`config.mk`:
```
export PLATFORM = sky130hd
export DESIGN_NAME = smeg_queue
export DESIGN_NICKNAME = d
export VERILOG_FILES = /design/src/hw/rtl/smeg_pkg.sv /design/src/hw/rtl/smeg_queue.sv
export SDC_FILE = /design/constraint.sdc
export NUM_CORES = 1
export LEC_CHECK = 0
export BUFFER_PORTS_ARGS = -buffer_cell sky130_fd_sc_hd__buf_2
export CORE_MARGIN = 4
export CORE_UTILIZATION = 45
export DETAILED_ROUTE_END_ITERATION = 8
export PLACE_DENSITY = 0.73
export SLEW_MARGIN = 10
export SYNTH_ARGS = -nofsm -noshare
export SYNTH_HDL_FRONTEND = slang
export SYNTH_SLANG_ARGS = --single-unit
```
`constraint.sdc`:
```
create_clock -name i_clk -period 7.1 [get_ports i_clk]
set_clock_uncertainty 0.1 [all_clocks]
set_input_delay 0.355 -clock i_clk [delete_from_list [all_inputs] [get_ports i_clk]]
set_output_delay 0.355 -clock i_clk [all_outputs]
set_load 0.02 [all_outputs]
```
`src/hw/rtl/smeg_pkg.sv`:
```
// ----------------------------------------------------------------------------
// smeg_pkg
// shared types, codes and helper functions of the stencil mesh edge generator
// ----------------------------------------------------------------------------
package smeg_pkg;

    localparam int MAX_VERTICES_DEF = 4096;
    localparam int MAX_EXTENT_DEF   = 64;

    // fixed internal widths, wide enough for the whole parameter range
    localparam int IDX_W       = 16;
    localparam int CNT_W       = 17;
    localparam int DEG_W       = 4;
    localparam int WGT_W       = 16;
    localparam int SIZE_W      = 7;
    localparam int CRD_W       = 6;
    localparam int QRY_W       = 12;
    localparam int OUT_IDX_W   = 12;
    localparam int VAL_W       = 16;
    localparam int QUEUE_DEPTH = 2;

    localparam logic [DEG_W-1:0] DEG_MAX = 4'd15;

    typedef enum logic [1:0] {
        OP_VISIT  = 2'd0,
        OP_DEGREE = 2'd1,
        OP_LCM    = 2'd2,
        OP_NONE   = 2'd3
    } t_opcode;

    typedef enum logic [1:0] {
        KIND_EDGE   = 2'd0,
        KIND_DEGREE = 2'd1,
        KIND_LCM    = 2'd2,
        KIND_NOEDGE = 2'd3
    } t_kind;

    typedef enum logic [1:0] {
        CMD_EDGES,
        CMD_NOEDGE,
        CMD_DEGREE,
        CMD_LCM
    } t_cmd_kind;

    typedef enum logic [2:0] {
        REG_SIZE_X   = 3'd0,
        REG_SIZE_Y   = 3'd1,
        REG_SIZE_Z   = 3'd2,
        REG_STENCIL  = 3'd3,
        REG_PERIODIC = 3'd4,
        REG_WEIGHT_X = 3'd5,
        REG_WEIGHT_Y = 3'd6,
        REG_WEIGHT_Z = 3'd7
    } t_reg_idx;

    typedef enum logic [1:0] {
        F_IDLE,
        F_GEOM,
        F_SPAN,
        F_PUSH
    } t_front_state;

    typedef enum logic [3:0] {
        B_CLEAR,
        B_IDLE,
        B_EDGE,
        B_WR_S,
        B_WR_R,
        B_DEG_RD,
        B_DEG_CAP,
        B_LCM_RUN,
        B_LCM_TAIL,
        B_LCM_MUL,
        B_REPLY
    } t_back_state;

    typedef struct packed {
        logic [SIZE_W-1:0] size_x;
        logic [SIZE_W-1:0] size_y;
        logic [SIZE_W-1:0] size_z;
        logic [5:0]        stencil_mask;
        logic [2:0]        periodic_mask;
        logic [WGT_W-1:0]  weight_x;
        logic [WGT_W-1:0]  weight_y;
        logic [WGT_W-1:0]  weight_z;
    } t_cfg;

    // classified item handed from the front to the back
    typedef struct packed {
        t_cmd_kind        kind;
        logic [IDX_W-1:0] recv;
        logic [5:0]       emit;
        logic [5:0]       wrap;
        logic [IDX_W-1:0] stride1;
        logic [IDX_W-1:0] stride2;
        logic [IDX_W-1:0] wd0;
        logic [IDX_W-1:0] wd1;
        logic [IDX_W-1:0] wd2;
        logic [IDX_W-1:0] query;
        logic             q_ok;
        logic [CNT_W-1:0] lim;
    } t_cmd;

    typedef struct packed {
        t_kind                kind;
        logic [OUT_IDX_W-1:0] sender;
        logic [OUT_IDX_W-1:0] receiver;
        logic [1:0]           axis;
        logic [WGT_W-1:0]     edge_weight;
        logic [VAL_W-1:0]     value;
        logic                 last;
    } t_result;

    // lcm of degrees 1..15 kept as prime exponents
    typedef struct packed {
        logic       zero;
        logic [1:0] e2;
        logic [1:0] e3;
        logic       p5;
        logic       p7;
        logic       p11;
        logic       p13;
    } t_lcm_acc;

    localparam t_lcm_acc LCM_ONE = '0;

    function automatic logic [DEG_W-1:0] deg_step(logic [DEG_W-1:0] d, logic two);
        logic [DEG_W:0] s;
        s = {1'b0, d} + (two ? 5'd2 : 5'd1);
        return (s > {1'b0, DEG_MAX}) ? DEG_MAX : s[DEG_W-1:0];
    endfunction

    function automatic t_lcm_acc lcm_merge(t_lcm_acc a, logic [DEG_W-1:0] d);
        t_lcm_acc   r;
        logic [1:0] n2;
        logic [1:0] n3;
        logic       z;
        logic       f5;
        logic       f7;
        logic       f11;
        logic       f13;
        r   = a;
        n2  = 2'd0;
        n3  = 2'd0;
        z   = 1'b0;
        f5  = 1'b0;
        f7  = 1'b0;
        f11 = 1'b0;
        f13 = 1'b0;
        unique case (d)
            4'd0:  z = 1'b1;
            4'd1:  ;
            4'd2:  n2 = 2'd1;
            4'd3:  n3 = 2'd1;
            4'd4:  n2 = 2'd2;
            4'd5:  f5 = 1'b1;
            4'd6:  begin n2 = 2'd1; n3 = 2'd1; end
            4'd7:  f7 = 1'b1;
            4'd8:  n2 = 2'd3;
            4'd9:  n3 = 2'd2;
            4'd10: begin n2 = 2'd1; f5 = 1'b1; end
            4'd11: f11 = 1'b1;
            4'd12: begin n2 = 2'd2; n3 = 2'd1; end
            4'd13: f13 = 1'b1;
            4'd14: begin n2 = 2'd1; f7 = 1'b1; end
            4'd15: begin n3 = 2'd1; f5 = 1'b1; end
        endcase
        r.zero = a.zero | z;
        r.e2   = (n2 > a.e2) ? n2 : a.e2;
        r.e3   = (n3 > a.e3) ? n3 : a.e3;
        r.p5   = a.p5 | f5;
        r.p7   = a.p7 | f7;
        r.p11  = a.p11 | f11;
        r.p13  = a.p13 | f13;
        return r;
    endfunction

    // 2^e2 * 3^e3
    function automatic logic [6:0] lcm_low(t_lcm_acc a);
        logic [6:0] v;
        unique case ({a.e2, a.e3})
            4'b0000: v = 7'd1;
            4'b0001: v = 7'd3;
            4'b0010: v = 7'd9;
            4'b0100: v = 7'd2;
            4'b0101: v = 7'd6;
            4'b0110: v = 7'd18;
            4'b1000: v = 7'd4;
            4'b1001: v = 7'd12;
            4'b1010: v = 7'd36;
            4'b1100: v = 7'd8;
            4'b1101: v = 7'd24;
            4'b1110: v = 7'd72;
            default: v = 7'd1;
        endcase
        return v;
    endfunction

    // product of the odd primes 5, 7, 11, 13 that are present
    function automatic logic [12:0] lcm_high(t_lcm_acc a);
        logic [12:0] v;
        unique case ({a.p13, a.p11, a.p7, a.p5})
            4'b0000: v = 13'd1;
            4'b0001: v = 13'd5;
            4'b0010: v = 13'd7;
            4'b0011: v = 13'd35;
            4'b0100: v = 13'd11;
            4'b0101: v = 13'd55;
            4'b0110: v = 13'd77;
            4'b0111: v = 13'd385;
            4'b1000: v = 13'd13;
            4'b1001: v = 13'd65;
            4'b1010: v = 13'd91;
            4'b1011: v = 13'd455;
            4'b1100: v = 13'd143;
            4'b1101: v = 13'd715;
            4'b1110: v = 13'd1001;
            4'b1111: v = 13'd5005;
        endcase
        return v;
    endfunction

endpackage

```
`src/hw/rtl/smeg_queue.sv`:
```
// ----------------------------------------------------------------------------
// smeg_queue
// short command queue between the front and the back
// ----------------------------------------------------------------------------
module smeg_queue (
    input  logic            i_clk,
    input  logic            i_rst_n,
    input  logic            i_push,
    input  smeg_pkg::t_cmd  i_cmd,
    output logic            o_full,
    input  logic            i_pop,
    output smeg_pkg::t_cmd  o_cmd,
    output logic            o_empty
);

    localparam int D  = smeg_pkg::QUEUE_DEPTH;
    localparam int PW = (D > 1) ? $clog2(D) : 1;
    localparam int NW = $clog2(D + 1);

    smeg_pkg::t_cmd  r_slot [D];
    logic [PW-1:0]   r_wptr;
    logic [PW-1:0]   r_rptr;
    logic [NW-1:0]   r_count;
    logic [PW-1:0]   n_wptr;
    logic [PW-1:0]   n_rptr;
    logic [NW-1:0]   n_count;

    always_comb begin
        n_wptr  = r_wptr;
        n_rptr  = r_rptr;
        n_count = r_count;
        if (i_push) begin
            n_wptr = (r_wptr == PW'(D - 1)) ? '0 : r_wptr + 1'b1;
        end
        if (i_pop) begin
            n_rptr = (r_rptr == PW'(D - 1)) ? '0 : r_rptr + 1'b1;
        end
        if (i_push && !i_pop) begin
            n_count = r_count + 1'b1;
        end else if (i_pop && !i_push) begin
            n_count = r_count - 1'b1;
        end
    end

    always_ff @(posedge i_clk) begin
        if (!i_rst_n) begin
            r_wptr  <= '0;
            r_rptr  <= '0;
            r_count <= '0;
        end else begin
            r_wptr  <= n_wptr;
            r_rptr  <= n_rptr;
            r_count <= n_count;
        end
    end

    always_ff @(posedge i_clk) begin
        if (i_push) begin
            r_slot[r_wptr] <= i_cmd;
        end
    end

    assign o_cmd   = r_slot[r_rptr];
    assign o_full  = (r_count == NW'(D));
    assign o_empty = (r_count == '0);

    a_no_overflow: assert property (@(posedge i_clk) disable iff (!i_rst_n)
        !(i_push && o_full))
        else $error("command pushed into a full queue");

endmodule

```
=== After elaboration in Yosys (flattened, before gate mapping) ===
Memories as Yosys holds them, arrays and structs flattened. A register that Yosys moved wholly into a read port is not among the register bits.
Index checks and enable logic that the tools add are counted.

* RAM bits: 288
* Word-level logic and storage cells: 23
* Bits in registers: 4
* Output and inout bits: 146
* Memories kept: 1
* Bits of input ports: 148

{| class="wikitable"
|+ Memory list
! name !! depth !! width !! rd ports !! clocked after memory_dff !! wr ports !! RTL line !! RTL
|-
| r_slot || 2 || 144 || 1 || 1 || 1 || smeg_queue.sv:20 || <nowiki>smeg_pkg::t_cmd r_slot [D];</nowiki>
|}

* Equality and inequality tests: 1
* Multiplexer cells: 8
* Reduce and logical (&&, ||, !) cells: 6
* $add $sub $neg: 4

{| class="wikitable"
|+ Operator list
! operator !! count
|-
| 1-bit two-way mux || 6
|-
| 2-bit two-way mux || 2
|-
| 1-bit adder (second input constant) || 2
|-
| 2-bit by 1-bit adder with 2-bit output (second input constant) || 1
|-
| 2-bit == test (second input constant) || 1
|-
| 1-bit logical AND || 2
|-
| 1-bit logical NOT || 2
|-
| 2-bit logical NOT || 1
|-
| 2-bit nonzero test || 1
|-
| 2-bit by 1-bit subtractor with 2-bit output (second input constant) || 1
|}

=== Longest topological paths before layout ===
Gate-level depths: netlist (run 1).

* Depth after elaboration: 4
* Gate-level depth with buffers: 5

=== Worst setup path after synthesis (run 1) ===
Ideal clock, no wire load.

* Kind: register -> register
* From: register r_wptr
* To: memory r_slot[0][0] (netlist name) (enable)
* Buffers on the path: 0
* Stages on the path, launching flop included: 2
* Clock period less this slack: 7.431 ns
* Setup slack: -0.331 ns
* Arrival: 6.665 ns
* Required time: 6.334 ns
* Setup time: 0.666 ns
* Cells stage by stage: dfxtp_1 -> nor2b_1

{| class="wikitable"
|+ RTL lines
! what !! RTL line !! RTL
|-
| from (decl) || smeg_queue.sv:21 || <nowiki>logic [PW-1:0] r_wptr;</nowiki>
|-
| from (signal assigned) || smeg_queue.sv:51 || <nowiki>r_wptr <= n_wptr;</nowiki>
|-
| to (decl) || smeg_queue.sv:20 ||
|}

No word-level cell before the write port.

==> flow_summary_export.csv, run 1 <==
group,metric,value,unit
clocking,post_cts_resize_count,0,
timing,relSlewSlack,29.5,%
status,status,"finished clean",
clocking,clock-sinks,293,
timing,tns,0,ns
yosys,synth-seq-cells,293,
finish,fin_area,15000,um2
worst_hold_path,min_path_type,"primary input to flip-flop",
timing,hold_viol,0,
drt,dr_total_vias,6022,
clocking,cts_tree,"done",
worst_setup_path,cp.required,6.64,ns
clocking,cts_setup_buffers,0,
grt,grt_start_max_net_pins,75,
pwr,p_comb_share,13.4,%
place,dp.cells,1071,
timing,period_minus_slack,3.04,ns
drt,wl,22600,um
timing,max_freq,329,MHz
timing,slew_violations,0,
drt,wl_per_cell,17.8,um
grt,grt_usage,16.4,%
timing,rsz0062_at_grt,"false",
floorplan,die_y,163,um
finish,layout.cells.non_filler,1271,
place,post_dp_cell_area,12600,um2
drt,dr_wl_met2,11600,um
timing,tightest_slew,1.06,ns
yosys,synthCells,470,
clocking,path_clk_slew,0.06,ns
floorplan,rows,56,
clocking,h-tree-depth,1,
worst_setup_path,worst_ep_arrival_time,2.58,ns
drt,dr.pass1.iters,4,
pwr,p_seq_share,50.2,%
drt,drtIter0Drc,303,
finish,antenna_cells,0,
grt,grt_overflow,0,
floorplan,coreArea,23600,um2
pwr,internal-power,3.12,mW
yosys,synth-warning-count,0,
pwr,power,4.03,mW
yosys,syn_area,10800,um2
worst_setup_path,path_max_fanout,68,
clocking,cts_buffers,30,
clocking,clock-root-buffer,"clkbuf_16",
finish,final_common_cell,"buf_2",
pwr,p_clk_share,36.4,%
pwr,power.switching,0.915,mW
timing,setup_viol,0,
drt,routed_via_density,4.74,
drt,drc,0,
floorplan,die_area,26600,um2
pwr,power_density,269,nW/um2
place,globalplace.congestion,0.731,
worst_setup_path,critPathKind,"flip-flop to output port",
yosys,syn_area_per_cell,23.1,um2
grt,grt_pass1_vias,6548,
finish,area_delta_synth_final,38.5,%
floorplan,start_util,45.9,%
finish,drive_gt1_share,51.1,%
pwr,ir_worst_vdd,0.201,mV
grt,antenna_found_initial,1,
clocking,cts_hold_buf,145,
place,portBuffers,293,
finish,layout_common_cells,"293 x buf_2, 288 x edfxtp_1, 145 x dlygate4sd3_1, 84 x mux2_2, 60 x mux2_4",
yosys,synth-seq-area-share,80.7,%
floorplan,io_pins,294,
worst_setup_path,cp-start-kind,"flip-flop",
place,place_hpwl,13200,um
drt,top_layer_used,"met5",
clocking,clock_path_buffers,3,
grt,grt_pass1_wl,34700,um
drt,dr_wl_met3,1730,um
floorplan,die_w,163,um
pwr,netSwitchingFraction,22.7,%
drt,wl_met1,8690,um
timing,hold_slack,0.102,ns
run,cap_violations,0,
yosys,synth_nets,619,
pwr,leakage,5.81,nW
worst_setup_path,cp-end-kind,"output port",
finish,nets,1078,
clocking,clk_latency,0.53,ns
drt,ant_nets,0,
finish,fill_cells,1636,
timing,finalCritPeriodShare,42.8,%
yosys,synth.distinct_cells,17,
## registers in the layout, summed over array words and instances (netlist names), named ones only
name     count
r_count      2
r_rptr       1
r_slot     288
r_wptr       1
## per-layer routing
layer  vias to the layer above  global-route usage, %
li1                       2790                      -
met1                      2955                   19.8
met2                       232                   29.5
met3                        43                   4.26
met4                         2                   4.19
met5                         -                      0
## power groups by stage
stage / registers [mW] / logic [mW] / clock network [mW]
CTS: 2.03 / 0.542 / 1.51
global placement: 2.06 / 0.471 / 0
floorplan: 2.06 / 0.317 / 0
detailed placement: 2.06 / 0.475 / 0
finish: 2.03 / 0.540 / 1.47
global route: 2.03 / 0.577 / 1.59
## worst max-delay path, cell delays in order, from the launching register on
cell,delay [ns]
dfxtp_4,0.51
buf_4,0.84
mux2_2,0.44
buf_2,0.17
## logic make-up after synthesis
family,count (synthesis),share of synthesized area [%]
AND/OR/NAND/NOR,9,0.496
AO/OA/AOI/OAI,3,0.185
buffers and inverters,17,1.23
multiplexers,144,17.0
flip-flops,293,80.7
adder cells (fa/ha/maj),1,0.115
XOR/XNOR,3,0.242
## Yosys cell counts
library cell	instances	area share [%]
a21boi_0	1	0.069
and2_1	4	0.23
buf_2	8	0.37
buf_6	8	0.83
dfxtp_1	5	0.92
edfxtp_1	288	80
ha_1	1	0.12
inv_1	1	0.035
mux2_2	84	8.7
mux2_4	60	8.3
nor2_1	1	0.035
nor2b_1	3	0.17
o21a_1	1	0.069
o21ai_0	1	0.046
or3_1	1	0.058
xnor2_1	1	0.081
xor2_1	2	0.16
## path summary, 6_finish.rpt
path                   start           end  slack [ns]  cells after the start
hold / removal         i_pop        r_rptr        0.10                      3
setup / recovery   flip-flop    o_cmd[138]        4.06                      3
hold reg to reg   r_count[1]    r_count[1]        0.43                      2
setup reg to reg      r_wptr  r_slot[1][4]        4.35                      2
## through the flow
stage | setup slack [ns] | util [%]
detailed placement | 4.25 | 53.5
floorplan | 2.44 | -
global placement | 4.25 | 53.5
finish | 4.06 | 63.6
global route | 3.94 | 63.6
CTS | 4.03 | 63.6
## cell type report
type,count,area (um2),area share [%]
Sequential cell,293,8750,58.3
Timing Repair Buffer,443,2960,19.7
Multi-Input combinational cell,160,1970,13.1
Clock buffer,38,802,5.34
Tap cell,319,399,2.66
Clock inverter,17,133,0.883
Inverter,1,3.75,0.0250
No activity file was read; power rests on OpenSTA's default activity.
==> inputs of run 2 (changes only) <==
==> constraint.sdc (replaced) <==
create_clock -name i_clk -period 2.7 [get_ports i_clk]
set_clock_uncertainty 0.1 [all_clocks]
set_input_delay 0.135 -clock i_clk [delete_from_list [all_inputs] [get_ports i_clk]]
set_output_delay 0.135 -clock i_clk [all_outputs]
set_load 0.02 [all_outputs]
==> run 2 against run 1 <==
  * Non-clock buffer count increased by 10
  * Global-route usage increased by 0.80 points
  * Register-to-register slack got worse by 3.4 ns
  * Count of clock-buffer cells in the layout decreased by 1
  * Via count increased by 0.37%
  * Clock power increased to 2.7 times the previous value
  * Largest power group unchanged
  * Worst hold slack got worse by 0.055 ns
==> flow_summary_export.csv, run 2 (synthesized netlist as in run 1, its figures left out) <==
group,metric,value,unit
status,status,"finished clean",
run,cap_violations,0,
pwr,leakage,5.90,nW
floorplan,die_y,163,um
grt,antenna_found_initial,0,
floorplan,die_area,26600,um2
floorplan,io_pins,294,
pwr,power_density,707,nW/um2
finish,fill_cells,1598,
clocking,clk_latency,0.54,ns
drt,wl,23600,um
finish,area.sequential,8750,um2
timing,rsz0062_at_grt,"false",
place,place_hpwl,14200,um
grt,grt_pass1_wl,36000,um
place,dp.cells,1079,
place,globalplace.congestion,0.744,
worst_setup_path,path_max_fanout,35,
worst_setup_path,cp-start-kind,"flip-flop",
floorplan,coreArea,23600,um2
worst_setup_path,cp-end-kind,"output port",
grt,grt_pass1_vias,6644,
finish,final_common_cell,"buf_2",
finish,regMostFlops,"r_slot",
finish,nets,1088,
clocking,clock-sinks,293,
worst_setup_path,critPathKind,"flip-flop to output port",
clocking,cts_buffers,30,
place,portBuffers,293,
worst_hold_path,min_path_type,"primary input to flip-flop",
grt,use_met1,21.1,%
clocking,cts_tree,"done",
timing,hold_viol,0,
drt,drc,0,
timing,relSlewSlack,59.1,%
drt,dr.pass1.iters,4,
finish,antenna_cells,0,
floorplan,rows,56,
clocking,clock-root-buffer,"clkbuf_16",
finish,area_delta_synth_final,40.4,%
finish,final_util,64.4,%
finish,drive_gt1_share,51.4,%
grt,grt-busiest-layer,"met2",
drt,drtIter0Drc,430,
pwr,ir_worst_vdd,0.552,mV
timing,period_minus_slack,2.41,ns
clocking,cts_setup_buffers,0,
grt,grt_usage,17.2,%
grt,grtUsageMet2,30.3,%
finish,layout_common_cells,"293 x buf_2, 288 x edfxtp_1, 147 x dlygate4sd3_1, 84 x mux2_2, 60 x mux2_4",
floorplan,die_w,163,um
drt,wl_per_cell,18.4,um
worst_setup_path,worst_ep_arrival_time,2.18,ns
grt,grt_use_met3,4.54,%
grt,grt_overflow,0,
worst_setup_path,cp.required,2.47,ns
clocking,h-tree-depth,1,
clocking,path_clk_slew,0.06,ns
timing,finalCritPeriodShare,89.4,%
finish,reg_top3,"r_slot: 288 flops, r_count: 2 flops",
finish,multi_input_comb_area,1970,um2
clocking,clock_path_buffers,3,
finish,largest_reg_flops,288,
drt,routed_via_density,4.72,
drt,dr_total_vias,6044,
timing,max_freq,414,MHz
drt,ant_nets,0,
floorplan,start_util,45.9,%
grt,grt_start_max_net_pins,76,
timing,slew_violations,0,
finish,layout.cells.non_filler,1281,
timing,setup_viol,0,
timing,tightest_slew,0.614,ns
==> run 2: metrics by stage <==
step	setup WS (ns)	cell area (um2)	hold slack, ns	TNS [ns]	power [mW]
3_5_place_dp	0.839	12800	0.227	0	6.72
5_1_grt	0.171	15200	0.0435	0	11.2
2_1_floorplan	-0.283	10900	0.134	-40.90	6.24
4_1_cts	0.231	15200	0.0105	0	10.9
3_3_place_gp	0.828	12800	0.222	0	6.69
6_report	0.285	15200	0.0468	0	10.8
==> run 2: layout make-up <==
| cell class | count | area share (%) |
|---|---|---|
| Multi-Input combinational cell | 160 | 12.9 |
| Sequential cell | 293 | 57.5 |
| Timing Repair Buffer | 453 | 20.6 |
| Tap cell | 319 | 2.62 |
| Clock buffer | 37 | 5.25 |
| Inverter | 1 | 0.0247 |
| Clock inverter | 18 | 1.04 |
==> run 2: worst paths after layout <==
| check | to | startpoint | slack [ns] | cells after the start |
|---|---|---|---|---|
| max | o_cmd[133] | flip-flop | 0.29 | 3 |
| min | r_count[1] | i_push | 0.05 | 4 |
| max reg2reg | r_wptr | r_wptr | 0.99 | 4 |
| min reg2reg | r_count[1] | r_count[1] | 0.41 | 2 |
==> run 2: where the power goes <==
group,switching (mW),internal [mW],total (mW)
sequential,0.0833,5.26,5.34
clock,1.59,2.37,3.95
combinational,0.761,0.696,1.46
==> run 2: critical path, cell delays in order (launching register included) <==
cell     delay, ns
dfxtp_4       0.74
buf_12        0.32
mux2_2        0.38
buf_2         0.16
==> run 2: timing repair <==
action	CTS	global route
hold endpoints to repair	293	0
hold buffers	147	0
gates resized for setup	0	0
==> run 2: routing by layer <==
layer | vias up | wire, um
li1 | 2815 | -
met3 | 36 | 1980
met1 | 2939 | 9020
met2 | 254 | 12100
met5 | - | 0
met4 | 0 | 502
