<file path="config.mk">
export PLATFORM = sky130hd
export DESIGN_NAME = smeg_front
export DESIGN_NICKNAME = d
export VERILOG_FILES = /design/src/hw/rtl/smeg_pkg.sv /design/src/hw/rtl/smeg_front.sv
export SDC_FILE = /design/constraint.sdc
export NUM_CORES = 1
export LEC_CHECK = 0
export BUFFER_PORTS_ARGS = -buffer_cell sky130_fd_sc_hd__buf_2
export CORE_MARGIN = 2
export CORE_UTILIZATION = 40
export DETAILED_ROUTE_END_ITERATION = 10
export GPL_TIMING_DRIVEN = 0
export SYNTH_ARGS = -nofsm -noshare
export SYNTH_HDL_FRONTEND = slang
export SYNTH_SLANG_ARGS = --single-unit
</file>
<file path="constraint.sdc">
create_clock -name i_clk -period 6.6 [get_ports i_clk]
set_input_delay 1.98 -clock i_clk [delete_from_list [all_inputs] [get_ports i_clk]]
set_output_delay 1.98 -clock i_clk [all_outputs]
set_load 0.05 [all_outputs]
</file>
<file path="src/hw/rtl/smeg_pkg.sv">
// ----------------------------------------------------------------------------
// smeg_pkg
// shared types, codes and helper functions of the stencil mesh edge generator
// ----------------------------------------------------------------------------
package smeg_pkg;

    localparam int MAX_VERTICES_DEF = 4096;
    localparam int MAX_EXTENT_DEF   = 64;

    // fixed internal widths, wide enough for the whole parameter range
    localparam int IDX_W       = 16;
    localparam int CNT_W       = 17;
    localparam int DEG_W       = 4;
    localparam int WGT_W       = 16;
    localparam int SIZE_W      = 7;
    localparam int CRD_W       = 6;
    localparam int QRY_W       = 12;
    localparam int OUT_IDX_W   = 12;
    localparam int VAL_W       = 16;
    localparam int QUEUE_DEPTH = 2;

    localparam logic [DEG_W-1:0] DEG_MAX = 4'd15;

    typedef enum logic [1:0] {
        OP_VISIT  = 2'd0,
        OP_DEGREE = 2'd1,
        OP_LCM    = 2'd2,
        OP_NONE   = 2'd3
    } t_opcode;

    typedef enum logic [1:0] {
        KIND_EDGE   = 2'd0,
        KIND_DEGREE = 2'd1,
        KIND_LCM    = 2'd2,
        KIND_NOEDGE = 2'd3
    } t_kind;

    typedef enum logic [1:0] {
        CMD_EDGES,
        CMD_NOEDGE,
        CMD_DEGREE,
        CMD_LCM
    } t_cmd_kind;

    typedef enum logic [2:0] {
        REG_SIZE_X   = 3'd0,
        REG_SIZE_Y   = 3'd1,
        REG_SIZE_Z   = 3'd2,
        REG_STENCIL  = 3'd3,
        REG_PERIODIC = 3'd4,
        REG_WEIGHT_X = 3'd5,
        REG_WEIGHT_Y = 3'd6,
        REG_WEIGHT_Z = 3'd7
    } t_reg_idx;

    typedef enum logic [1:0] {
        F_IDLE,
        F_GEOM,
        F_SPAN,
        F_PUSH
    } t_front_state;

    typedef enum logic [3:0] {
        B_CLEAR,
        B_IDLE,
        B_EDGE,
        B_WR_S,
        B_WR_R,
        B_DEG_RD,
        B_DEG_CAP,
        B_LCM_RUN,
        B_LCM_TAIL,
        B_LCM_MUL,
        B_REPLY
    } t_back_state;

    typedef struct packed {
        logic [SIZE_W-1:0] size_x;
        logic [SIZE_W-1:0] size_y;
        logic [SIZE_W-1:0] size_z;
        logic [5:0]        stencil_mask;
        logic [2:0]        periodic_mask;
        logic [WGT_W-1:0]  weight_x;
        logic [WGT_W-1:0]  weight_y;
        logic [WGT_W-1:0]  weight_z;
    } t_cfg;

    // classified item handed from the front to the back
    typedef struct packed {
        t_cmd_kind        kind;
        logic [IDX_W-1:0] recv;
        logic [5:0]       emit;
        logic [5:0]       wrap;
        logic [IDX_W-1:0] stride1;
        logic [IDX_W-1:0] stride2;
        logic [IDX_W-1:0] wd0;
        logic [IDX_W-1:0] wd1;
        logic [IDX_W-1:0] wd2;
        logic [IDX_W-1:0] query;
        logic             q_ok;
        logic [CNT_W-1:0] lim;
    } t_cmd;

    typedef struct packed {
        t_kind                kind;
        logic [OUT_IDX_W-1:0] sender;
        logic [OUT_IDX_W-1:0] receiver;
        logic [1:0]           axis;
        logic [WGT_W-1:0]     edge_weight;
        logic [VAL_W-1:0]     value;
        logic                 last;
    } t_result;

    // lcm of degrees 1..15 kept as prime exponents
    typedef struct packed {
        logic       zero;
        logic [1:0] e2;
        logic [1:0] e3;
        logic       p5;
        logic       p7;
        logic       p11;
        logic       p13;
    } t_lcm_acc;

    localparam t_lcm_acc LCM_ONE = '0;

    function automatic logic [DEG_W-1:0] deg_step(logic [DEG_W-1:0] d, logic two);
        logic [DEG_W:0] s;
        s = {1'b0, d} + (two ? 5'd2 : 5'd1);
        return (s > {1'b0, DEG_MAX}) ? DEG_MAX : s[DEG_W-1:0];
    endfunction

    function automatic t_lcm_acc lcm_merge(t_lcm_acc a, logic [DEG_W-1:0] d);
        t_lcm_acc   r;
        logic [1:0] n2;
        logic [1:0] n3;
        logic       z;
        logic       f5;
        logic       f7;
        logic       f11;
        logic       f13;
        r   = a;
        n2  = 2'd0;
        n3  = 2'd0;
        z   = 1'b0;
        f5  = 1'b0;
        f7  = 1'b0;
        f11 = 1'b0;
        f13 = 1'b0;
        unique case (d)
            4'd0:  z = 1'b1;
            4'd1:  ;
            4'd2:  n2 = 2'd1;
            4'd3:  n3 = 2'd1;
            4'd4:  n2 = 2'd2;
            4'd5:  f5 = 1'b1;
            4'd6:  begin n2 = 2'd1; n3 = 2'd1; end
            4'd7:  f7 = 1'b1;
            4'd8:  n2 = 2'd3;
            4'd9:  n3 = 2'd2;
            4'd10: begin n2 = 2'd1; f5 = 1'b1; end
            4'd11: f11 = 1'b1;
            4'd12: begin n2 = 2'd2; n3 = 2'd1; end
            4'd13: f13 = 1'b1;
            4'd14: begin n2 = 2'd1; f7 = 1'b1; end
            4'd15: begin n3 = 2'd1; f5 = 1'b1; end
        endcase
        r.zero = a.zero | z;
        r.e2   = (n2 > a.e2) ? n2 : a.e2;
        r.e3   = (n3 > a.e3) ? n3 : a.e3;
        r.p5   = a.p5 | f5;
        r.p7   = a.p7 | f7;
        r.p11  = a.p11 | f11;
        r.p13  = a.p13 | f13;
        return r;
    endfunction

    // 2^e2 * 3^e3
    function automatic logic [6:0] lcm_low(t_lcm_acc a);
        logic [6:0] v;
        unique case ({a.e2, a.e3})
            4'b0000: v = 7'd1;
            4'b0001: v = 7'd3;
            4'b0010: v = 7'd9;
            4'b0100: v = 7'd2;
            4'b0101: v = 7'd6;
            4'b0110: v = 7'd18;
            4'b1000: v = 7'd4;
            4'b1001: v = 7'd12;
            4'b1010: v = 7'd36;
            4'b1100: v = 7'd8;
            4'b1101: v = 7'd24;
            4'b1110: v = 7'd72;
            default: v = 7'd1;
        endcase
        return v;
    endfunction

    // product of the odd primes 5, 7, 11, 13 that are present
    function automatic logic [12:0] lcm_high(t_lcm_acc a);
        logic [12:0] v;
        unique case ({a.p13, a.p11, a.p7, a.p5})
            4'b0000: v = 13'd1;
            4'b0001: v = 13'd5;
            4'b0010: v = 13'd7;
            4'b0011: v = 13'd35;
            4'b0100: v = 13'd11;
            4'b0101: v = 13'd55;
            4'b0110: v = 13'd77;
            4'b0111: v = 13'd385;
            4'b1000: v = 13'd13;
            4'b1001: v = 13'd65;
            4'b1010: v = 13'd91;
            4'b1011: v = 13'd455;
            4'b1100: v = 13'd143;
            4'b1101: v = 13'd715;
            4'b1110: v = 13'd1001;
            4'b1111: v = 13'd5005;
        endcase
        return v;
    endfunction

endpackage

</file>
<file path="src/hw/rtl/smeg_front.sv">
// ----------------------------------------------------------------------------
// smeg_front
// accepts items, works out grid geometry and classifies each item
// ----------------------------------------------------------------------------
module smeg_front #(
    parameter int MAX_VERTICES = smeg_pkg::MAX_VERTICES_DEF,
    parameter int MAX_EXTENT   = smeg_pkg::MAX_EXTENT_DEF
) (
    input  logic            i_clk,
    input  logic            i_rst_n,
    input  smeg_pkg::t_cfg  i_cfg,
    input  logic            i_hold,
    input  logic            i_s_tvalid,
    output logic            o_s_tready,
    input  logic [31:0]     i_s_tdata,
    output logic            o_push,
    output smeg_pkg::t_cmd  o_cmd,
    input  logic            i_full
);

    localparam int SW      = smeg_pkg::SIZE_W;
    localparam int CW      = smeg_pkg::CRD_W;
    localparam int IW      = smeg_pkg::IDX_W;
    localparam int NW      = smeg_pkg::CNT_W;
    localparam int EXT_CAP = (MAX_EXTENT < 127) ? MAX_EXTENT : 127;
    localparam logic [SW-1:0] EXT_CAP_V = SW'(EXT_CAP);
    localparam logic [20:0]   MAXV_21   = 21'(MAX_VERTICES);
    localparam logic [16:0]   MAXV_17   = 17'(MAX_VERTICES);

    function automatic logic [SW-1:0] eff_size(logic [SW-1:0] s);
        logic [SW-1:0] r;
        if (s == '0) begin
            r = SW'(1);
        end else if (s > EXT_CAP_V) begin
            r = EXT_CAP_V;
        end else begin
            r = s;
        end
        return r;
    endfunction

    smeg_pkg::t_front_state r_state;
    smeg_pkg::t_front_state n_state;

    smeg_pkg::t_opcode                r_op;
    logic [CW-1:0]                    r_c0;
    logic [CW-1:0]                    r_c1;
    logic [CW-1:0]                    r_c2;
    logic [smeg_pkg::QRY_W-1:0]       r_q;
    logic [SW-1:0]                    r_s0;
    logic [SW-1:0]                    r_s1;
    logic [SW-1:0]                    r_s2;
    logic [13:0]                      r_s01;
    logic [SW-1:0]                    r_wd0;
    logic [20:0]                      r_total;
    logic [12:0]                      r_p1;
    logic [19:0]                      r_p2;
    logic [13:0]                      r_wd1;
    logic [20:0]                      r_wd2;

    logic          w_accept;
    logic [SW-1:0] w_s0;
    logic [SW-1:0] w_s1;
    logic [SW-1:0] w_s2;

    assign w_s0 = eff_size(i_cfg.size_x);
    assign w_s1 = eff_size(i_cfg.size_y);
    assign w_s2 = eff_size(i_cfg.size_z);

    always_comb begin
        n_state    = r_state;
        o_s_tready = 1'b0;
        o_push     = 1'b0;
        w_accept   = 1'b0;
        unique case (r_state)
            smeg_pkg::F_IDLE: begin
                o_s_tready = !i_hold;
                w_accept   = i_s_tvalid && !i_hold;
                // unused opcode is dropped without a result
                if (w_accept && (smeg_pkg::t_opcode'(i_s_tdata[1:0]) != smeg_pkg::OP_NONE)) begin
                    n_state = smeg_pkg::F_GEOM;
                end
            end
            smeg_pkg::F_GEOM: begin
                n_state = smeg_pkg::F_SPAN;
            end
            smeg_pkg::F_SPAN: begin
                n_state = smeg_pkg::F_PUSH;
            end
            smeg_pkg::F_PUSH: begin
                o_push = !i_full;
                if (!i_full) begin
                    n_state = smeg_pkg::F_IDLE;
                end
            end
        endcase
    end

    always_ff @(posedge i_clk) begin
        if (!i_rst_n) begin
            r_state <= smeg_pkg::F_IDLE;
        end else begin
            r_state <= n_state;
        end
    end

    always_ff @(posedge i_clk) begin
        if (w_accept) begin
            r_op <= smeg_pkg::t_opcode'(i_s_tdata[1:0]);
            r_c0 <= i_s_tdata[7:2];
            r_c1 <= i_s_tdata[13:8];
            r_c2 <= i_s_tdata[19:14];
            r_q  <= i_s_tdata[31:20];
        end
        if (r_state == smeg_pkg::F_GEOM) begin
            r_s0  <= w_s0;
            r_s1  <= w_s1;
            r_s2  <= w_s2;
            r_s01 <= 14'(w_s0) * 14'(w_s1);
            r_wd0 <= w_s0 - SW'(1);
        end
        if (r_state == smeg_pkg::F_SPAN) begin
            r_total <= 21'(r_s01) * 21'(r_s2);
            r_p1    <= 13'(r_c1) * 13'(r_s0);
            r_p2    <= 20'(r_c2) * 20'(r_s01);
            r_wd1   <= 14'(r_s1 - SW'(1)) * 14'(r_s0);
            r_wd2   <= 21'(r_s2 - SW'(1)) * 21'(r_s01);
        end
    end

    // classification of the held item
    logic [CW-1:0] w_c [3];
    logic [SW-1:0] w_s [3];
    logic [20:0]   w_recv;
    logic          w_over;
    logic          w_oob;
    logic [5:0]    w_emit;
    logic [5:0]    w_wrap;

    always_comb begin
        logic at_lo;
        logic at_hi;
        w_c[0] = r_c0;
        w_c[1] = r_c1;
        w_c[2] = r_c2;
        w_s[0] = r_s0;
        w_s[1] = r_s1;
        w_s[2] = r_s2;
        w_recv = 21'(r_c0) + 21'(r_p1) + 21'(r_p2);
        w_over = (r_total > MAXV_21);
        w_oob  = 1'b0;
        w_emit = '0;
        w_wrap = '0;
        for (int ax = 0; ax < 3; ax++) begin
            at_lo = (w_c[ax] == '0);
            at_hi = ((SW'(w_c[ax]) + SW'(1)) >= w_s[ax]);
            if (SW'(w_c[ax]) >= w_s[ax]) begin
                w_oob = 1'b1;
            end
            w_wrap[2*ax]     = at_lo;
            w_wrap[2*ax + 1] = at_hi;
            w_emit[2*ax]     = i_cfg.stencil_mask[2*ax]
                               && (!at_lo || i_cfg.periodic_mask[ax]);
            w_emit[2*ax + 1] = i_cfg.stencil_mask[2*ax + 1]
                               && (!at_hi || i_cfg.periodic_mask[ax]);
        end
    end

    always_comb begin
        o_cmd         = '0;
        o_cmd.recv    = w_recv[IW-1:0];
        o_cmd.emit    = w_emit;
        o_cmd.wrap    = w_wrap;
        o_cmd.stride1 = IW'(r_s0);
        o_cmd.stride2 = IW'(r_s01);
        o_cmd.wd0     = IW'(r_wd0);
        o_cmd.wd1     = IW'(r_wd1);
        o_cmd.wd2     = r_wd2[IW-1:0];
        o_cmd.query   = IW'(r_q);
        o_cmd.q_ok    = (17'(r_q) < MAXV_17);
        o_cmd.lim     = w_over ? NW'(MAX_VERTICES) : r_total[NW-1:0];
        unique case (r_op)
            smeg_pkg::OP_VISIT: begin
                o_cmd.kind = (w_over || w_oob || (w_emit == '0)) ? smeg_pkg::CMD_NOEDGE
                                                                 : smeg_pkg::CMD_EDGES;
            end
            smeg_pkg::OP_DEGREE: o_cmd.kind = smeg_pkg::CMD_DEGREE;
            smeg_pkg::OP_LCM:    o_cmd.kind = smeg_pkg::CMD_LCM;
            default:             o_cmd.kind = smeg_pkg::CMD_NOEDGE;
        endcase
    end

endmodule

</file>
# [Word-level counts from Yosys, hierarchy flattened]
# Cells that the tools add are included.
[totals] mem_bits_ro=0 output_inout_bits=146 word_cells=101 ram_bits=0 n_memories=0 reg_bits=156 input_bits=115 latchBits=0
[op_classes] bitwise=0 order_cmp=10 n_reduce_logical=35 n_shift=0 n_mux=17 n_div=0 n_addsub=8 mul=6 eq_ne=8
[op_table] cell="7-bit two-way mux" n=5
[op_table] cell="6-bit zero test" n=4
[op_table] cell="6-bit by 1-bit adder with 7-bit output (second input constant)" n=3
[op_table] cell="6-bit by 7-bit >= comparator with 1-bit output" n=3
[op_table] cell="7-bit >= comparator" n=3
[op_table] cell="21-bit by 13-bit > comparator with 1-bit output (second input constant)" n=1
[op_table] cell="7-bit > comparator (second input constant)" n=3
[op_table] cell="7-bit zero test" n=3
[op_table] cell="14-bit by 7-bit multiplier with 21-bit output" n=1
[op_table] cell="17-bit two-way mux" n=1
[op_table] cell="14-bit by 16-bit adder with 16-bit output" n=1
[op_table] cell="6-bit by 14-bit multiplier with 16-bit output" n=1
[op_table] cell="8-bit by 15-bit multiplier with 16-bit output" n=1
[op_table] cell="7-bit by 1-bit subtractor with 8-bit output (second input constant)" n=2
[op_table] cell="6-bit by 13-bit adder with 14-bit output" n=1
[op_table] cell="7-bit by 7-bit multiplier with 14-bit output" n=1
[op_table] cell="8-bit by 8-bit multiplier with 14-bit output" n=1
[op_table] cell="6-bit by 7-bit multiplier with 13-bit output" n=1
[op_table] cell="1-bit logical AND" n=8
[op_table] cell="1-bit zero test" n=8
[op_table] cell="1-bit logical OR" n=8
[op_table] cell="2-bit one-hot mux with 4 select lines" n=1
[op_table] cell="1-bit two-way mux" n=7
[op_table] cell="7-bit by 1-bit subtractor with 7-bit output (second input constant)" n=1
[op_table] cell="other kinds (8)" n=15

# [Logic depth before layout (Yosys ltp)]
# Gate-level depths: netlist of run 1.
[depth] depth_word=9 depth_mapped=24 mapped_depth_nobuf=21

# [Worst setup path before layout of run 1]
# Ideal clock, no wire load.
[synth_path] path_kind="input -> register" from="in i_cfg[73] (netlist name)" to="reg r_s01[13] (data pin)" stages=19 setup_ns=0.266 setup_slack_ns=0.201 required_ns=6.334 n_path_buf=0 arrival_time_ns=6.133 cell_sequence="nor3_1 > nor3b_1 > nor2_1 > nor2_1 > nand2_1 > fa_1 > fa_1 > inv_1 > fa_1 > inv_1 > fa_1 > inv_1 > ha_1 > nor3_1 > nor2_1 > nand3_1 > o22ai_1 > o41ai_1 > xnor2_1"
[synth_between] elab_chain_cells=4 elab_cells_between_ends=5 classes_between="mul: 1; order compare: 1; mux: 2; reduce/logical: 1"
[synth_rtl] item="from (decl)" line_no="smeg_front.sv:11" text="input smeg_pkg::t_cfg i_cfg,"
[synth_rtl] item="7-bit > comparator" line_no="smeg_front.sv:34" text="end else if (s > EXT_CAP_V) begin"
[synth_rtl] item="7-bit two-way mux" line_no="smeg_front.sv:34"
[synth_rtl] item="7-bit two-way mux *" line_no="smeg_front.sv:32" text="if (s == '0) begin"
[synth_rtl] item="named net w_s0[0]" line_no="smeg_front.sv:62" text="logic [SW-1:0] w_s0;"
[synth_rtl] item="7-bit by 7-bit multiplier with 14-bit output *" line_no="smeg_front.sv:119" text="r_s01 <= 14'(w_s0) * 14'(w_s1);"
[synth_rtl] item="to (signal assigned)" line_no="smeg_front.sv:119"
[synth_rtl] item="to (decl)" line_no="smeg_front.sv:53" text="logic [13:0] r_s01;"
# Mark *: on every way through the listed nets, which the timed path passes. The rest lies on a longest branch.
# A chain may end at the register's enable or synchronous reset.

==> reports/results.tsv, run 1 <==
stage	metric	value	unit
die	die width	231	µm
cts	Post-CTS Setup Inserts	0	
cts	CTS Sinks	156	
cts	H-tree level count	4	
synthesis	Mean Syn Cell Area	9.59	µm²
timing	Final Critical Period	6.36	ns
route	antenna viol nets, final	0	
synthesis	Yosys reg bits	156	
worst_hold_path	Hold Crit Class	reg2reg	
global_route	initial antenna violation count	0	
final_layout	Fillers	4907	
route	post-DR wirelength/cell	16.7	µm
cts	CTS tree	yes	
cts	Longest Clk Path Bufs	2	
placement	DP Wirelength	41200	µm
final_layout	most frequent cells in the layout	391 x inv_1, 257 x fa_1, 251 x nand2_1	
die	core region area	51100	µm²
timing	Clock Skews	0.0190	ns
timing	Slew HR	0.386	
die	DIE HEIGHT	231	µm
cts	hold_buf cts	0	
timing	worst slew pin tran	0.921	ns
flow_run	number of max-cap violations	0	
route	WL met1	22700	µm
setup_path	critical path class	reg2out	
timing	Tcrit/Tclk final	0.964	
setup_path	CP Launch Type	flop	
synthesis	post-synthesis cell count	2148	
timing	RSZ-0062 raised after global routing	false	
cts	CTS Buf Count	17	
setup_path	Worst Setup End Kind	output pin	
setup_path	Critical path origin	r_c2[0]$_DFFE_PP_	
setup_path	Worst EP arrival	4.38	ns
synthesis	EDFF count, synth	154	
placement	Buffers on Ports	180	
timing	Final Hold Fails	0	
synthesis	Synth area leader	fa_1	
synthesis	leading post-synthesis cells by cell area	fa_1 25%, edfxtp_1 22%, ha_1 15%, inv_1 7.1%, nand2_1 4.6%	
route	metal3 WL	3620	µm
die	Starting Density	0.403	
placement	RD Place Congestion	0.870	
synthesis	Ys Warns	0	
synthesis	post-synthesis sequential area ratio	0.226	
setup_path	critical path fanouts, max	10	
route	TritonRoute pass-1 iters	5	
global_route	first-pass GRT wire length	83300	µm
synthesis	Distinct cells, synth	72	
die	die area	53300	µm²
timing	FMAX	0.157	GHz
cts	Clock transition at path regs	0.08	ns
synthesis	share of the synthesized area in the top cell type	0.250	
status	outcome	completed	
timing	final setup TNS	0	ns
route	top routing layer used	met4	
route	WL final	51100	µm
die	# IOs	261	
route	First DRT Iteration DRCs	825	
cts	Root Buffer	clkbuf_16	
final_layout	Area growth syn-to-layout	12.6	%
global_route	total global routing overflow	0	
final_layout	Final #Nets	2995	
final_layout	share of layout cells above drive strength 1	0.116	
timing	final setup violation count	0	
global_route	vias in the first global route	15555	
cts	worst skew pair latency	0.50	ns
route	WL met2	23800	µm
setup_path	RR Startpoint	r_s2[0]$_SDFFCE_PP1N_	
die	row cnt	83	
route	Residual DRC	0	
global_route	GRT Total Usage	0.202	
route	vias per inst	4.96	
route	vias	15208	
synthesis	ys async rst share	0	
synthesis	Mapped Area	20600	µm²
global_route	largest net degree at the start of global routing	60	
final_layout	most common cell after layout, fill and taps aside	inv_1	
setup_path	CP required	4.62	ns
final_layout	antenna diode count	0	
timing	Slew Viols, Final	0	
synthesis	dominant synthesized flop cell	edfxtp_1	
worst_hold_path	hold_sp	r_state[1]$_SDFFE_PN0P_	
per-stage QoR:
stage / instances / hold slack (ns) / worst slack (ns) / instance area [µm²] / utilization
floorplan: 2177 / 0.526 / 0.201 / 20700 / -
global route: 3069 / 0.643 / 0.0109 / 23200 / 0.454
detailed placement: 3039 / 0.601 / -0.391 / 22500 / 0.441
CTS: 3070 / 0.619 / 0.0274 / 23200 / 0.454
global placement: 3037 / 0.544 / -0.365 / 22500 / 0.440
finish: 3069 / 0.610 / 0.236 / 23200 / 0.454
area by class of cell:
| cell class | instances | area (µm²) | share of cell area |
|---|---|---|---|
| plain buffers | 100 | 500 | 0.0216 |
| clock buffers | 17 | 425 | 0.0183 |
| clock inverters | 15 | 225 | 0.00971 |
| inverters | 395 | 1480 | 0.0639 |
| multi-input cells | 1524 | 14100 | 0.608 |
| flip-flops and latches | 156 | 4660 | 0.201 |
| well taps | 680 | 851 | 0.0367 |
| repair buffers | 182 | 948 | 0.0409 |
state kept, by name, indices dropped and copies added, names as in the netlist, 12 cells and up:
signal / count
r_p1: 13
r_p2: 16
r_q: 12
r_s01: 14
r_total: 21
r_wd1: 14
r_wd2: 16
repair_timing:
action	in CTS	in global routing
endpoints found under the setup margin	5	10
resized for setup	1	7
cloned	0	0
cells in the mapped netlist (5+ instances only):
cell type / count
a211oi_1: 6
a21o_1: 28
a21oi_1: 62
a31oi_1: 8
and2_1: 139
and3_1: 9
buf_4: 32
clkbuf_1: 68
edfxtp_1: 154
fa_1: 257
ha_1: 247
inv_1: 391
nand2_1: 251
nand2b_1: 30
nand3_1: 26
nor2_1: 91
nor2b_1: 62
nor3_1: 21
nor4_1: 8
o21a_1: 8
o21ai_0: 38
o21bai_1: 9
or3_1: 5
or4_1: 5
xnor2_1: 94
xor2_1: 20
worst paths after layout:
| path | endpoint | slack [ns] | depth (start not counted) |
|---|---|---|---|
| worst max-delay path | o_cmd[142] | 0.24 | 11 |
| worst min-delay path | r_state[1]$_SDFFE_PN0P_ | 0.61 | 2 |
| worst max register to register | r_wd2[13]$_DFFE_PP_ | 0.32 | 20 |
| worst min register to register | r_state[1]$_SDFFE_PN0P_ | 0.61 | 2 |
cell families after synthesis:
| group | synth area share |
|---|---|
| simple gates | 0.161 |
| fa+ha+maj | 0.400 |
| buf+inv | 0.0965 |
| compound gates | 0.0635 |
| flops | 0.226 |
| xor+xnor | 0.0511 |
| other cells | 0.000365 |
| mux | 0.000972 |
layer usage:
| metal | global-route usage | vias up |
|---|---|---|
| met3 | 0.0474 | 53 |
| li1 | - | 7215 |
| met4 | 0.0599 | 0 |
| met5 | 0 | - |
| met2 | 0.324 | 444 |
| met1 | 0.271 | 7496 |
critical path, cell delays in order (launching register included):
cell	delay [ns]
edfxtp_1	0.64
clkbuf_1	0.49
inv_1	0.14
ha_1	0.32
ha_1	0.28
a21o_1	0.11
a21oi_1	0.08
o2111ai_1	0.52
nand2_1	0.20
nor4b_2	0.47
o32a_1	0.33
buf_2	0.30
Power of run 1 is not shown: default switching activity piles up to over one toggle a cycle in this logic, so the estimate is an artifact.
==> run 2: changes to the inputs <==
==> constraint.sdc (replaced) <==
create_clock -name i_clk -period 6.2 [get_ports i_clk]
set_input_delay 1.86 -clock i_clk [delete_from_list [all_inputs] [get_ports i_clk]]
set_output_delay 1.86 -clock i_clk [all_outputs]
set_load 0.05 [all_outputs]
==> reports/results.tsv, run 2 (same netlist as run 1, synthesis figures left out) <==
stage	metric	value	unit
die	die width	231	µm
cts	hold_buf cts	0	
timing	Clock Skews	0.0197	ns
final_layout	antenna diode count	0	
die	row cnt	83	
timing	final setup violation count	0	
cts	worst skew pair latency	0.50	ns
timing	FMAX	0.168	GHz
route	post-DR wirelength/cell	16.5	µm
final_layout	Largest regs	r_total (21), r_p2 (16), r_wd2 (16)	
timing	Final Critical Period	5.95	ns
setup_path	CP Launch Type	primary input	
worst_hold_path	Hold Crit Depth	2	
die	core region area	51100	µm²
status	outcome	completed	
cts	CTS tree	yes	
final_layout	Cell Count, Final, Fillers Out	3075	
cts	Root Buffer	clkbuf_16	
setup_path	CP required	6.44	ns
final_layout	max reg flops	21	
placement	Buffers on Ports	180	
setup_path	Crit Reg-Reg Endpoint	r_wd2[13]$_DFFE_PP_	
final_layout	most common cell after layout, fill and taps aside	inv_1	
timing	final setup TNS	0	ns
route	TritonRoute pass-1 iters	5	
timing	hold slack final	0.607	ns
global_route	largest net degree at the start of global routing	60	
flow_run	number of max-cap violations	0	
route	Residual DRC	0	
setup_path	Worst EP arrival	6.19	ns
setup_path	Worst Reg-to-Reg Cells	20	
setup_path	critical path class	in2reg	
final_layout	Top reg by flops	r_total	
global_route	vias in the first global route	15381	
placement	total placed cells including tap cells	3039	
route	antenna viol nets, final	0	
cts	Longest Clk Path Bufs	2	
route	vias per inst	4.93	
global_route	GRT Total Usage	0.200	
worst_hold_path	hold path endpoint	r_state[1]$_SDFFE_PN0P_	
setup_path	RR Startpoint	r_s2[0]$_SDFFCE_PP1N_	
die	DIE HEIGHT	231	µm
worst_hold_path	Hold Crit Class	reg2reg	
timing	worst slew pin tran	0.962	ns
timing	Tcrit/Tclk final	0.959	
die	Starting Density	0.403	
setup_path	R2R Setup Slk	0.33	ns
route	WL final	50900	µm
timing	Final Hold Fails	0	
placement	DP Wirelength	40900	µm
cts	H-tree level count	4	
timing	Slew HR	0.359	
cts	CTS Sinks	156	
global_route	total global routing overflow	0	
timing	Slew Viols, Final	0	
route	vias	15169	
die	# IOs	261	
global_route	first-pass GRT wire length	82700	µm
cts	CTS Buf Count	17	
cts	Clock transition at path regs	0.08	ns
final_layout	Area growth syn-to-layout	13.0	%
worst_hold_path	hold_sp	r_state[1]$_SDFFE_PN0P_	
route	First DRT Iteration DRCs	911	
global_route	initial antenna violation count	1	
setup_path	critical path fanouts, max	4	
final_layout	share of layout cells above drive strength 1	0.123	
placement	RD Place Congestion	0.879	
setup_path	Worst Setup End Kind	flop	
final_layout	most frequent cells in the layout	390 x inv_1, 257 x fa_1, 251 x nand2_1	
die	die area	53300	µm²
final_layout	Final #Nets	3001	
timing	RSZ-0062 raised after global routing	true	
run 2: cell types whose count changed in the layout (fill, tap and decap cells not counted), moves of 4 or more:
cell	previous run	this run
inv_8	2	6
buf_4	32	39
clkbuf_2	0	4
clkbuf_1	66	61
clkinv_8	9	5
run 2: worst max-delay path by stage:
stage | start | to | slack [ns] | cells after the start
2_1_floorplan | i_cfg[73] | r_s01[13]$_DFFE_PN_ | 0.06 | 19
4_1_cts | i_cfg[73] | r_s01[12]$_DFFE_PN_ | 0.007 | 19
3_3_place_gp | r_s2[0]$_SDFFCE_PP1N_ | r_wd2[13]$_DFFE_PP_ | -0.59 | 22
6_report | i_cfg[75] | r_s01[13]$_DFFE_PN_ | 0.25 | 20
3_5_place_dp | r_s2[0]$_SDFFCE_PP1N_ | r_wd2[13]$_DFFE_PP_ | -0.66 | 21
5_1_grt | r_s2[0]$_SDFFCE_PP1N_ | r_wd2[13]$_DFFE_PP_ | -0.03 | 21
run 2: what timing repair did:
item                                    CTS  global route
endpoints found under the setup margin   10            11
pin swaps                                 0             4
gates resized for setup                   6            23
buffers inserted                          0             6
run 2: area by class of cell:
class	instances	area, µm²
Buffer	100	509
Sequential cell	156	4660
Timing Repair Buffer	188	993
Multi-Input combinational cell	1524	14200
Inverter	395	1480
Clock inverter	14	173
Fill cell	4953	27800
Clock buffer	18	439
Tap cell	680	851
run 2: worst max-delay path, stage by stage:
cell,delay (ns)
buf_2,0.13
nor3_4,0.20
nor3b_2,0.20
nor2_1,0.09
nor2_2,0.17
nand2_1,0.09
fa_1,0.48
fa_1,0.54
inv_1,0.05
fa_1,0.53
inv_1,0.05
fa_1,0.53
inv_1,0.06
ha_4,0.25
nor3_2,0.19
nor2_1,0.09
nand3_1,0.09
o22ai_1,0.12
o41ai_2,0.35
xnor2_1,0.10
run 2: metrics by stage:
| step | worst slack [ns] | instance area, µm² | util |
|---|---|---|---|
| after CTS | 0.00736 | 23200 | 0.453 |
| after global routing | -0.0253 | 23300 | 0.455 |
| after global placement | -0.594 | 22500 | 0.440 |
| final | 0.253 | 23300 | 0.455 |
| after floorplan | 0.0572 | 20700 | - |
| after detailed placement | -0.662 | 22500 | 0.441 |
run 2: routing by layer:
metal  vias up  wire length [µm]  part of all wire  global-route usage
met3        53              3390             0.067              0.0426
met4         0               922             0.018              0.0571
li1       7215                 -                 -                   -
met1      7482             23000              0.45               0.273
met5         -                 0                 0                   0
met2       419             23500              0.46               0.322
Power of run 2 is left out for the same reason.
